==> src/rtl/esd_pkg.sv <==
// ----------------------------------------------------------------------------
// esd_pkg: escaped identifier string decoder shared definitions
// Phase codes, character constants, result beat type and helper functions.
// ----------------------------------------------------------------------------
`default_nettype none

package esd_pkg;

	localparam int unsigned MAX_ID_BYTES = 64;

	localparam logic [2:0] PH_SKIP = 3'd0;
	localparam logic [2:0] PH_COPY = 3'd1;
	localparam logic [2:0] PH_ESC  = 3'd2;
	localparam logic [2:0] PH_OCT  = 3'd3;
	localparam logic [2:0] PH_HEX  = 3'd4;
	localparam logic [2:0] PH_DONE = 3'd5;

	localparam logic [7:0] CH_NUL    = 8'h00;
	localparam logic [7:0] CH_BSLASH = 8'h5C;
	localparam logic [7:0] CH_QUOTE  = 8'h22;
	localparam logic [7:0] CH_X      = 8'h78;
	localparam logic [7:0] CH_SPACE  = 8'h20;

	localparam logic KIND_BYTE = 1'b0;
	localparam logic KIND_LEN  = 1'b1;

	typedef struct packed {
		logic       kind;
		logic [7:0] id_byte;
		logic [7:0] final_length;
		logic       last;
	} res_t;

	function automatic logic is_ws(input logic [7:0] c);
		return (c == CH_SPACE) || (c inside {[8'h09:8'h0D]});
	endfunction

	// {valid, value}
	function automatic logic [4:0] hex_val(input logic [7:0] c);
		logic [4:0] r;
		r = 5'd0;
		if (c inside {["0":"9"]})
			r = {1'b1, 4'(c - 8'h30)};
		else if (c inside {["a":"f"]})
			r = {1'b1, 4'(c - 8'h57)};
		else if (c inside {["A":"F"]})
			r = {1'b1, 4'(c - 8'h37)};
		return r;
	endfunction

	function automatic logic [2:0] ph_after(input logic [7:0] cnt);
		return (cnt >= 8'(MAX_ID_BYTES)) ? PH_DONE : PH_COPY;
	endfunction

endpackage

`default_nettype wire

==> src/rtl/esd_step.sv <==
// ----------------------------------------------------------------------------
// esd_step: per-character decode step
// Works out the next decoder state and up to two result beats for one item.
// ----------------------------------------------------------------------------
`default_nettype none

module esd_step import esd_pkg::*; (
	input  wire logic [2:0] phase,
	input  wire logic [8:0] esc_val,
	input  wire logic [1:0] digit_cnt,
	input  wire logic [7:0] byte_cnt,
	input  wire logic [7:0] char_code,
	input  wire logic       end_marker,
	output logic      [2:0] phase_nxt,
	output logic      [8:0] esc_val_nxt,
	output logic      [1:0] digit_cnt_nxt,
	output logic      [7:0] byte_cnt_nxt,
	output logic      [1:0] n_res,
	output res_t            res0,
	output res_t            res1
);

	logic [7:0] cnt1;
	logic [7:0] cnt2;
	logic [4:0] hv;
	logic       is_oct;
	logic       is_dig;
	logic [8:0] dig_val;
	logic [1:0] dig_cnt;
	logic       run_full;

	assign cnt1   = byte_cnt + 8'd1;
	assign cnt2   = byte_cnt + 8'd2;
	assign hv     = hex_val(char_code);
	assign is_oct = char_code inside {["0":"7"]};
	assign is_dig = (phase == PH_OCT) ? is_oct : hv[4];
	assign dig_val = (phase == PH_OCT) ? {esc_val[5:0], char_code[2:0]}
	                                   : {esc_val[4:0], hv[3:0]};
	assign dig_cnt = digit_cnt + 2'd1;
	assign run_full = (phase == PH_OCT) ? (dig_cnt == 2'd3) : (dig_cnt >= 2'd2);

	always_comb begin
		phase_nxt     = phase;
		esc_val_nxt   = esc_val;
		digit_cnt_nxt = digit_cnt;
		byte_cnt_nxt  = byte_cnt;
		n_res         = 2'd0;
		res0          = '0;
		res1          = '0;

		if (end_marker) begin
			if (phase == PH_OCT || phase == PH_HEX) begin
				res0.kind    = KIND_BYTE;
				res0.id_byte = esc_val[7:0];
				res1.kind    = KIND_LEN;
				res1.final_length = cnt1;
				n_res        = 2'd2;
			end else begin
				res0.kind    = KIND_LEN;
				res0.final_length = byte_cnt;
				n_res        = 2'd1;
			end
			phase_nxt     = PH_SKIP;
			esc_val_nxt   = '0;
			digit_cnt_nxt = '0;
			byte_cnt_nxt  = '0;
		end else begin
			case (phase)
				PH_SKIP, PH_COPY: begin
					if (phase == PH_SKIP && (is_ws(char_code) || char_code == CH_QUOTE)) begin
						phase_nxt = PH_SKIP;
					end else if (char_code == CH_NUL || char_code == CH_QUOTE) begin
						phase_nxt = PH_DONE;
					end else if (char_code == CH_BSLASH) begin
						phase_nxt = PH_ESC;
					end else begin
						res0.id_byte = char_code;
						n_res        = 2'd1;
						byte_cnt_nxt = cnt1;
						phase_nxt    = ph_after(cnt1);
					end
				end
				PH_ESC: begin
					if (is_oct) begin
						esc_val_nxt   = {6'd0, char_code[2:0]};
						digit_cnt_nxt = 2'd1;
						phase_nxt     = PH_OCT;
					end else if (char_code == CH_X) begin
						esc_val_nxt   = '0;
						digit_cnt_nxt = '0;
						phase_nxt     = PH_HEX;
					end else if (char_code == CH_NUL) begin
						phase_nxt = PH_DONE;
					end else begin
						res0.id_byte = char_code;
						n_res        = 2'd1;
						byte_cnt_nxt = cnt1;
						phase_nxt    = ph_after(cnt1);
					end
				end
				PH_OCT, PH_HEX: begin
					if (is_dig) begin
						esc_val_nxt   = dig_val;
						digit_cnt_nxt = dig_cnt;
						if (run_full) begin
							res0.id_byte = dig_val[7:0];
							n_res        = 2'd1;
							byte_cnt_nxt = cnt1;
							phase_nxt    = ph_after(cnt1);
						end
					end else begin
						// close the run, then treat the ending character as plain text
						res0.id_byte = esc_val[7:0];
						n_res        = 2'd1;
						byte_cnt_nxt = cnt1;
						phase_nxt    = ph_after(cnt1);
						if (ph_after(cnt1) == PH_COPY) begin
							if (char_code == CH_NUL || char_code == CH_QUOTE) begin
								phase_nxt = PH_DONE;
							end else if (char_code == CH_BSLASH) begin
								phase_nxt = PH_ESC;
							end else begin
								res1.id_byte = char_code;
								n_res        = 2'd2;
								byte_cnt_nxt = cnt2;
								phase_nxt    = ph_after(cnt2);
							end
						end
					end
				end
				default: begin
					phase_nxt = PH_DONE;
				end
			endcase
		end

		res0.last = (n_res == 2'd1);
		res1.last = 1'b1;
	end

endmodule

`default_nettype wire

==> src/rtl/escaped_id_string_decoder.sv <==
// ----------------------------------------------------------------------------
// escaped_id_string_decoder: quoted identifier string decoder
// Skips leading blanks and quotes, copies characters and decodes octal, hex
// and literal backslash escapes; an end beat reports the decoded length.
// ----------------------------------------------------------------------------
// Usage:
//  Input stream: one character per beat on s_tdata, or an end beat with
//  s_tuser high (s_tdata then ignored). Output stream: one result per beat,
//  m_tuser low for a decoded byte (m_tdata[7:0]), high for the final length
//  (m_tdata[15:8]); m_tlast marks the last result caused by an input beat.
//  Path: a result is valid once its input beat has passed the input register
//  and the decode step has written it into the result queue.
//  Throughput: one input beat per cycle while the queue has room; the output
//  side moves one result per cycle, so beats giving two results (a run closed
//  by a plain character, or an end beat flushing a run) can fill the queue.
//  The input register hands an item to the decode step when the four-entry
//  result queue has room for two results.
//  Stall: with m_tready low the queue fills and s_tready drops once the
//  input register holds a waiting item; nothing is lost.
//  Reset: arst_n clears the queue, the input register and the decoder
//  state, which restarts in the leading-skip phase with a zero length.
// ----------------------------------------------------------------------------
`default_nettype none

module escaped_id_string_decoder import esd_pkg::*; (
	input  wire logic        clk,
	input  wire logic        arst_n,
	input  wire logic        s_tvalid,
	output logic             s_tready,
	input  wire logic [7:0]  s_tdata,   // [7:0] char_code
	input  wire logic        s_tuser,   // [0] end_marker
	output logic             m_tvalid,
	input  wire logic        m_tready,
	output logic      [15:0] m_tdata,   // [7:0] id_byte, [15:8] final_length
	output logic             m_tuser,   // [0] kind
	output logic             m_tlast    // last
);

	logic       valid_s1;
	logic [7:0] char_s1;
	logic       end_s1;

	logic [2:0] phase_q;
	logic [8:0] esc_val_q;
	logic [1:0] digit_cnt_q;
	logic [7:0] byte_cnt_q;

	logic [2:0] phase_nxt;
	logic [8:0] esc_val_nxt;
	logic [1:0] digit_cnt_nxt;
	logic [7:0] byte_cnt_nxt;
	logic [1:0] n_res;
	res_t       res0;
	res_t       res1;

	res_t       fifo_q [4];
	logic [1:0] wptr_q;
	logic [1:0] rptr_q;
	logic [2:0] count_q;

	logic       fire;
	logic       pop;
	logic       s_acc;
	logic [1:0] n_push;
	res_t       head;

	assign fire     = valid_s1 && (count_q <= 3'd2);
	assign s_tready = !valid_s1 || fire;
	assign s_acc    = s_tvalid && s_tready;
	assign m_tvalid = (count_q != 3'd0);
	assign pop      = m_tvalid && m_tready;
	assign n_push   = fire ? n_res : 2'd0;

	esd_step u_step (
		.phase         (phase_q),
		.esc_val       (esc_val_q),
		.digit_cnt     (digit_cnt_q),
		.byte_cnt      (byte_cnt_q),
		.char_code     (char_s1),
		.end_marker    (end_s1),
		.phase_nxt     (phase_nxt),
		.esc_val_nxt   (esc_val_nxt),
		.digit_cnt_nxt (digit_cnt_nxt),
		.byte_cnt_nxt  (byte_cnt_nxt),
		.n_res         (n_res),
		.res0          (res0),
		.res1          (res1)
	);

	always_ff @(posedge clk or negedge arst_n) begin
		if (!arst_n) begin
			valid_s1 <= 1'b0;
		end else if (s_tready) begin
			valid_s1 <= s_tvalid;
		end
	end

	always_ff @(posedge clk) begin
		if (s_acc) begin
			char_s1 <= s_tdata;
			end_s1  <= s_tuser;
		end
	end

	always_ff @(posedge clk or negedge arst_n) begin
		if (!arst_n) begin
			phase_q     <= PH_SKIP;
			esc_val_q   <= '0;
			digit_cnt_q <= '0;
			byte_cnt_q  <= '0;
		end else if (fire) begin
			phase_q     <= phase_nxt;
			esc_val_q   <= esc_val_nxt;
			digit_cnt_q <= digit_cnt_nxt;
			byte_cnt_q  <= byte_cnt_nxt;
		end
	end

	always_ff @(posedge clk or negedge arst_n) begin
		if (!arst_n) begin
			wptr_q  <= '0;
			rptr_q  <= '0;
			count_q <= '0;
		end else begin
			wptr_q  <= wptr_q + n_push;
			rptr_q  <= rptr_q + {1'b0, pop};
			count_q <= count_q + {1'b0, n_push} - {2'b00, pop};
		end
	end

	always_ff @(posedge clk) begin
		if (n_push != 2'd0)
			fifo_q[wptr_q] <= res0;
		if (n_push == 2'd2)
			fifo_q[wptr_q + 2'd1] <= res1;
	end

	assign head    = fifo_q[rptr_q];
	assign m_tdata = {head.final_length, head.id_byte};
	assign m_tuser = head.kind;
	assign m_tlast = head.last;

	a_count_bound: assert property (@(posedge clk) disable iff (!arst_n)
		count_q <= 3'd4)
		else $error("result queue over capacity");

	a_len_bound: assert property (@(posedge clk) disable iff (!arst_n)
		byte_cnt_q <= 8'(MAX_ID_BYTES))
		else $error("decoded length passed the limit");

	a_skip_empty: assert property (@(posedge clk) disable iff (!arst_n)
		(phase_q == PH_SKIP) |-> (byte_cnt_q == 8'd0))
		else $error("bytes counted while still skipping leading text");

	a_end_restart: assert property (@(posedge clk) disable iff (!arst_n)
		(fire && end_s1) |=> (phase_q == PH_SKIP && byte_cnt_q == 8'd0))
		else $error("decoder not restarted after end beat");

endmodule

`default_nettype wire
==> config.mk <==
export PLATFORM = sky130hd
export DESIGN_NAME = escaped_id_string_decoder
export DESIGN_NICKNAME = d
export VERILOG_FILES = /design/src/rtl/esd_pkg.sv /design/src/rtl/esd_step.sv /design/src/rtl/escaped_id_string_decoder.sv
export SDC_FILE = /design/constraint.sdc
export NUM_CORES = 1
export LEC_CHECK = 0
export ABC_AREA = 1
export BUFFER_PORTS_ARGS = -buffer_cell sky130_fd_sc_hd__buf_2
export CORE_ASPECT_RATIO = 0.5
export CORE_UTILIZATION = 55
export DETAILED_ROUTE_END_ITERATION = 7
export GPL_ROUTABILITY_DRIVEN = 0
export PLACE_DENSITY = 0.76
export SLEW_MARGIN = 30
export SYNTH_ARGS = -nofsm -noshare
export SYNTH_HDL_FRONTEND = slang
export SYNTH_SLANG_ARGS = --single-unit
==> constraint.sdc <==
create_clock -name clk -period 4.8 [get_ports clk]
set_input_delay 0.96 -clock clk [delete_from_list [all_inputs] [get_ports clk]]
set_output_delay 0.96 -clock clk [all_outputs]
set_load 0.01 [all_outputs]
==> qor.yml, run 1 <==
run_status:
  status: "completed"
synth:
  syn_inst: 806
  ys.flop_type: "edfxtp_1"
  syn-cell-area_mm2: 0.00668
  synth.top_cell.area_share: 0.346
  synth_top_cell_by_area: "edfxtp_1"
  synthesis.nets: 832
  yosysMostFrequentCell: "nand2_1"
  yosys_warnings: 0
  ys_top_cells_by_count: "nand2_1 (216), nor2_1 (82), edfxtp_1 (77)"
  synth-seq-area-share: 0.467
  ys_top_cells_by_area: "edfxtp_1 (35%), nand2_1 (12%), dfrtp_1 (11%)"
  ys_ff_latch: 110
  syn_avg_cell_area_um2: 8.29
  synth_edf_count: 77
  synth_cell_types: 47
  synth-async-reset-ratio: 0.264
detailed_routing:
  drt-wirelength-per-cell_um: 17.4
  antenna_left: 0
  drt-pass1-iter-count: 7
  viasPerCell: 6.02
  drc: 0
  wl_mm: 17.3
  vias: 5997
  drtIter0Drc: 832
hold_path:
  min_path_type: "reg -> reg"
floorplanning:
  dieArea_mm2: 0.0126
  die_h_um: 79.9
  fp.coreArea_mm2: 0.0118
  die_width_um: 158
  ios: 33
  start_util: 0.566
  core.rowCount: 28
clock_network:
  clockRootBuffer: "clkbuf_16"
  cts.reportedPaths.clkPinSlew_ns: 0.08
  clkLatencyLatePin_ns: 0.36
  cts_buffers: 9
  clk_path_buf_depth: 2
  cts.sinks: 110
  post-cts-setup-buffers: 0
  cts_resized: 0
  holdBufCountCts: 0
  h-tree-depth: 3
  cts_tree: "done"
timing:
  slew_violations: 0
  final-setup-viol-count: 0
  maxSlewHeadroom: 0.382
  fin_tns_setup_ns: 0
  min_period_over_period: 0.761
  worst_pin_slew_ns: 0.925
  clock_skew_ns: 0.00751
  timing.hold.ws_ns: 0.487
  finalHoldViolCount: 0
  layout_min_cycle_time_ns: 3.65
  rsz0062_at_grt: "no"
  fmax_ghz: 0.274
setup_path:
  critPathCaptureType: "flip-flop"
  r2r_cells: 19
  cp-endpoint: "count_q[2]"
  r2r_end: "count_q[2]"
  cp_data_arrival_time_ns: 3.94
  startpoint: "char_s1[1]"
  critPathMaxFanout: 9
  r2r_start: "char_s1[1]"
  critPathLaunchType: "flip-flop"
  critical_path_class: "reg -> reg"
  crit_required_ns: 5.09
  r2r_slack_ns: 1.15
grt:
  antenna_found_initial: 0
  track_usage: 0.288
  overflow: 0
  grt_pass1_vias: 5370
  grt_pass1_wl_mm: 27.4
  grt_start_max_net_pins: 39
final_layout:
  area_growth_pct: 8.07
  diodes: 0
  nNetsFinal: 853
  final_layout_size_suffix_gt1_frac: 0.136
pwr:
  peakVddDrop_mv: 0.259
  power_mw: 3.75
  p_leak_nw: 2.93
  power_density_mw_per_mm2: 519
run:
  cap_violations: 0
place:
  post-dp-hpwl_mm: 12.2
  io_buffer_count: 32
state kept, by name, indices dropped and copies added (netlist names):
signal,count
valid_s1,1
phase_q,3
wptr_q,2
rptr_q,2
esc_val_q,8
count_q,3
byte_cnt_q,8
fifo_q,72
digit_cnt_q,2
end_s1,1
char_s1,8
routing by layer:
metal / vias to the layer above / part of all wire / track usage
met5: - / 0 / 0
met3: 48 / 0.12 / 0.0711
met2: 342 / 0.43 / 0.428
met4: 0 / 0.018 / 0.0835
met1: 2820 / 0.43 / 0.414
li1: 2787 / - / -
cells in the final DEF (no fill, tap or decap), types with 13 or more instances in the layout:
master    synthesis  final
inv_1            70     70
nor2_1           82     82
dfrtp_1          29     29
o21ai_0          74     74
o22ai_1          51     51
buf_2             4     32
nand3_1          39     39
nand2_1         216    216
a21oi_1          17     17
edfxtp_1         77     77
nand2_2          13     13
power breakdown:
part           internal [mW]  leakage [nW]  switching (mW)
Sequential              1.30          1.12           0.156
Combinational          0.456          1.67            1.10
Clock                  0.365         0.139           0.380
Total                   2.12          2.93            1.63
per-stage QoR:
step / std cells / util / worst slack, ns / instance area, um^2
after floorplan: 806 / - / 1.67 / 6680
after global placement: 981 / 0.587 / 1.29 / 6930
after detailed placement: 981 / 0.587 / 1.20 / 6930
after CTS: 997 / 0.611 / 1.12 / 7220
after global routing: 997 / 0.611 / 0.848 / 7220
final: 997 / 0.611 / 1.15 / 7220
critical path, stage by stage (launching register included):
cell and delay [ns]:
edfxtp_1 0.51, inv_1 0.15, ha_1 0.22, inv_1 0.07, nor3_1 0.20, nand3_2 0.21, nand2_2 0.16, inv_1 0.06
nand3_1 0.14, nand2_1 0.11, o21ai_0 0.25, nand2_1 0.20, nand2_1 0.13, ha_1 0.23, inv_1 0.05, ha_1 0.12
inv_1 0.04, fa_1 0.37, xnor2_1 0.18, xor2_1 0.15
layout make-up:
cell class                      count  area (um^2)
Multi-Input combinational cell    588         3100
Clock buffer                        9          225
Timing Repair Buffer               35          183
Clock inverter                      7         65.1
Tap cell                          165          206
Sequential cell                   110         3120
Fill cell                        1001         4590
Inverter                           83          320
logic make-up after synthesis:
kind of cell               Yosys count  synth area share
AOI/OAI and AO/OA                  166             0.151
xor gates and xnor gates            14            0.0195
adders and majority gates           13            0.0255
buffers and inverters              108            0.0689
DFF                                110             0.467
and+or+nand+nor                    395             0.269
worst min-delay path by stage:
stage                       startpoint           end  slack, ns  cells past startpoint
final                     fifo_q[3][0]  fifo_q[3][0]       0.49                      2
after global placement    fifo_q[0][0]  fifo_q[0][0]       0.45                      2
after floorplan           fifo_q[0][0]  fifo_q[0][0]       0.43                      2
after CTS                 fifo_q[0][0]  fifo_q[0][0]       0.48                      2
after global routing      fifo_q[0][0]  fifo_q[0][0]       0.50                      2
after detailed placement  fifo_q[1][0]  fifo_q[1][0]       0.46                      2
Power figures use the tool's default switching activity.
==> run 2, diff against run 1 <==
Settings changed: PLACE_DENSITY 0.76 to 0.79.
Clock period 4.8 ns to 3 ns, I/O delays scaled along.
==> run 2 against run 1 <==
The flow now finishes with violations (negative setup slack). Critical path type unchanged. Setup slack got worse by 1.3 ns. First-iteration DRC count up 6.1%. Hold slack got worse by 0.22 ns.
==> qor.yml, run 2 (synthesis gave the netlist of run 1 again) <==
clock_network:
  cts.sinks: 110
  clk_path_buf_depth: 2
  cts_tree: "done"
  h-tree-depth: 3
  cts_buffers: 9
  cts.reportedPaths.clkPinSlew_ns: 0.08
  clkLatencyLatePin_ns: 0.36
  clockRootBuffer: "clkbuf_16"
floorplanning:
  die_h_um: 79.9
  dieArea_mm2: 0.0126
  fp.coreArea_mm2: 0.0118
  die_width_um: 158
  core.rowCount: 28
  ios: 33
  start_util: 0.566
final_layout:
  utilization: 0.674
  area_growth_pct: 19.2
  top_register: "fifo_q"
  layout_commonest_cell: "nand2_1"
  largest_register_ffs: 72
  nNetsFinal: 932
  final_layout_size_suffix_gt1_frac: 0.237
  design_area_mm2: 0.00796
  final_cell_mix: "nand2_1 (211), buf_4 (81), nor2_1 (80)"
  diodes: 0
pwr:
  peakVddDrop_mv: 0.375
  p_leak_nw: 3.33
  power_density_mw_per_mm2: 824
  power_mw: 6.56
setup_path:
  cpPeakStageDelay_ns: 0.41
  critPathMaxFanout: 4
  startpoint: "byte_cnt_q[1]"
  critical_path_class: "reg -> reg"
  cp_common_cell: "nor2_4"
  critPathLaunchType: "flip-flop"
  crit_required_ns: 3.24
  r2r_slack_ns: -0.12
  r2r_cells: 19
  critPathCaptureType: "flip-flop"
  r2r_start: "byte_cnt_q[1]"
  path_cells: "ha_2, nand3_4, nor2_4, xor2_2, nand2_4, nor2_4, nand2_4, inv_4, nor2_4, o21ai_2, nand2_1, nand2_2, ha_4, inv_4, ha_4, inv_2, fa_2, xnor2_2, xor2_1"
  cp_slowest_cell: "dfrtp_1"
  cp_data_arrival_time_ns: 3.36
  r2r_end: "count_q[2]"
detailed_routing:
  viasPerCell: 5.95
  wl_mm: 19.0
  drtIter0Drc: 883
  vias: 6403
  drt-pass1-iter-count: 6
  antenna_left: 0
  drc: 0
  drt-wirelength-per-cell_um: 17.7
place:
  placed_area_mm2: 0.00746
  io_buffer_count: 32
  post-dp-hpwl_mm: 13.1
timing:
  min_period_over_period: 1.04
  worst_pin_slew_ns: 0.774
  finalHoldViolCount: 0
  maxSlewHeadroom: 0.484
  rsz0062_at_grt: "yes"
  slew_violations: 0
  postLayoutSetupSlackWorst_ns: -0.119
  clock_skew_ns: 0.0111
  final-setup-viol-count: 2
  fmax_ghz: 0.321
  layout_min_cycle_time_ns: 3.12
run_status:
  violations: "negative setup slack"
  status: "complete, but fails checks"
grt:
  grt_pass1_vias: 5695
  overflow: 0
  grt_pass1_wl_mm: 28.7
  track_usage: 0.304
  grt_start_max_net_pins: 38
  antenna_found_initial: 0
hold_path:
  min_path_type: "in -> async"
run:
  cap_violations: 0
## run 2: cell types whose count changed in the layout (fill, tap and decap cells not counted), moves of 3 or more
cell,delta
buf_4,+78
ha_1,-6
ha_2,+3
ha_4,+3
inv_1,-3
inv_6,-3
nand2_1,-5
nand2_2,+3
## run 2: final cells by class
type / instances / area, um^2
flip-flops and latches: 110 / 3120
repair buffers: 114 / 788
fillers: 923 / 3850
well taps: 165 / 206
inverters: 83 / 324
multi-input cells: 588 / 3230
clock buffers: 9 / 225
clock inverters: 7 / 72.6
## run 2: stage by stage
stage / hold WS (ns) / std cells / TNS (ns) / setup slack [ns]
5_1_grt: 0.339 / 1076 / -0.350 / -0.186
6_report: 0.267 / 1076 / -0.140 / -0.119
2_1_floorplan: 0.304 / 806 / 0 / 0.00175
3_5_place_dp: 0.455 / 1047 / -0.116 / -0.116
4_1_cts: 0.301 / 1064 / 0 / 0.00292
3_3_place_gp: 0.449 / 1047 / -0.0240 / -0.0240
## run 2: how the worst max path moves through the flow
stage | slack (ns) | cells past startpoint | end
6_report | -0.12 | 19 | count_q[2]
5_1_grt | -0.19 | 19 | count_q[2]
4_1_cts | 0.003 | 20 | count_q[2]
3_5_place_dp | -0.12 | 21 | count_q[2]
3_3_place_gp | -0.02 | 21 | count_q[2]
2_1_floorplan | 0.002 | 22 | count_q[2]
## run 2: what timing repair did
item                                   4_1_cts  5_1_grt
setup endpoints to repair                    1        2
endpoints found under the hold margin        0        0
resized for setup                            4       25
pin swaps                                    0       19
buffers inserted                             1       12
hold buffers                                 0        0
## run 2: worst max-delay path, delay by kind of cell (launching register included)
family | cells | cell delay [ns]
adders and majority gates | 4 | 0.97
buffers and inverters | 3 | 0.15
DFF | 1 | 0.41
AOI/OAI and AO/OA | 1 | 0.15
xor gates and xnor gates | 3 | 0.53
and+or+nand+nor | 8 | 0.79
## run 2: routing by layer
layer	vias to the layer above	GRT usage	part of all wire
li1	2942	-	-
met1	2930	0.428	0.43
met2	448	0.470	0.43
met3	83	0.0575	0.11
met4	0	0.100	0.037
met5	-	0	0
## run 2: report_power, final
part	internal (mW)	switching, mW
sequential	2.07	0.190
combinational	1.08	2.02
clock	0.591	0.617
total	3.73	2.83
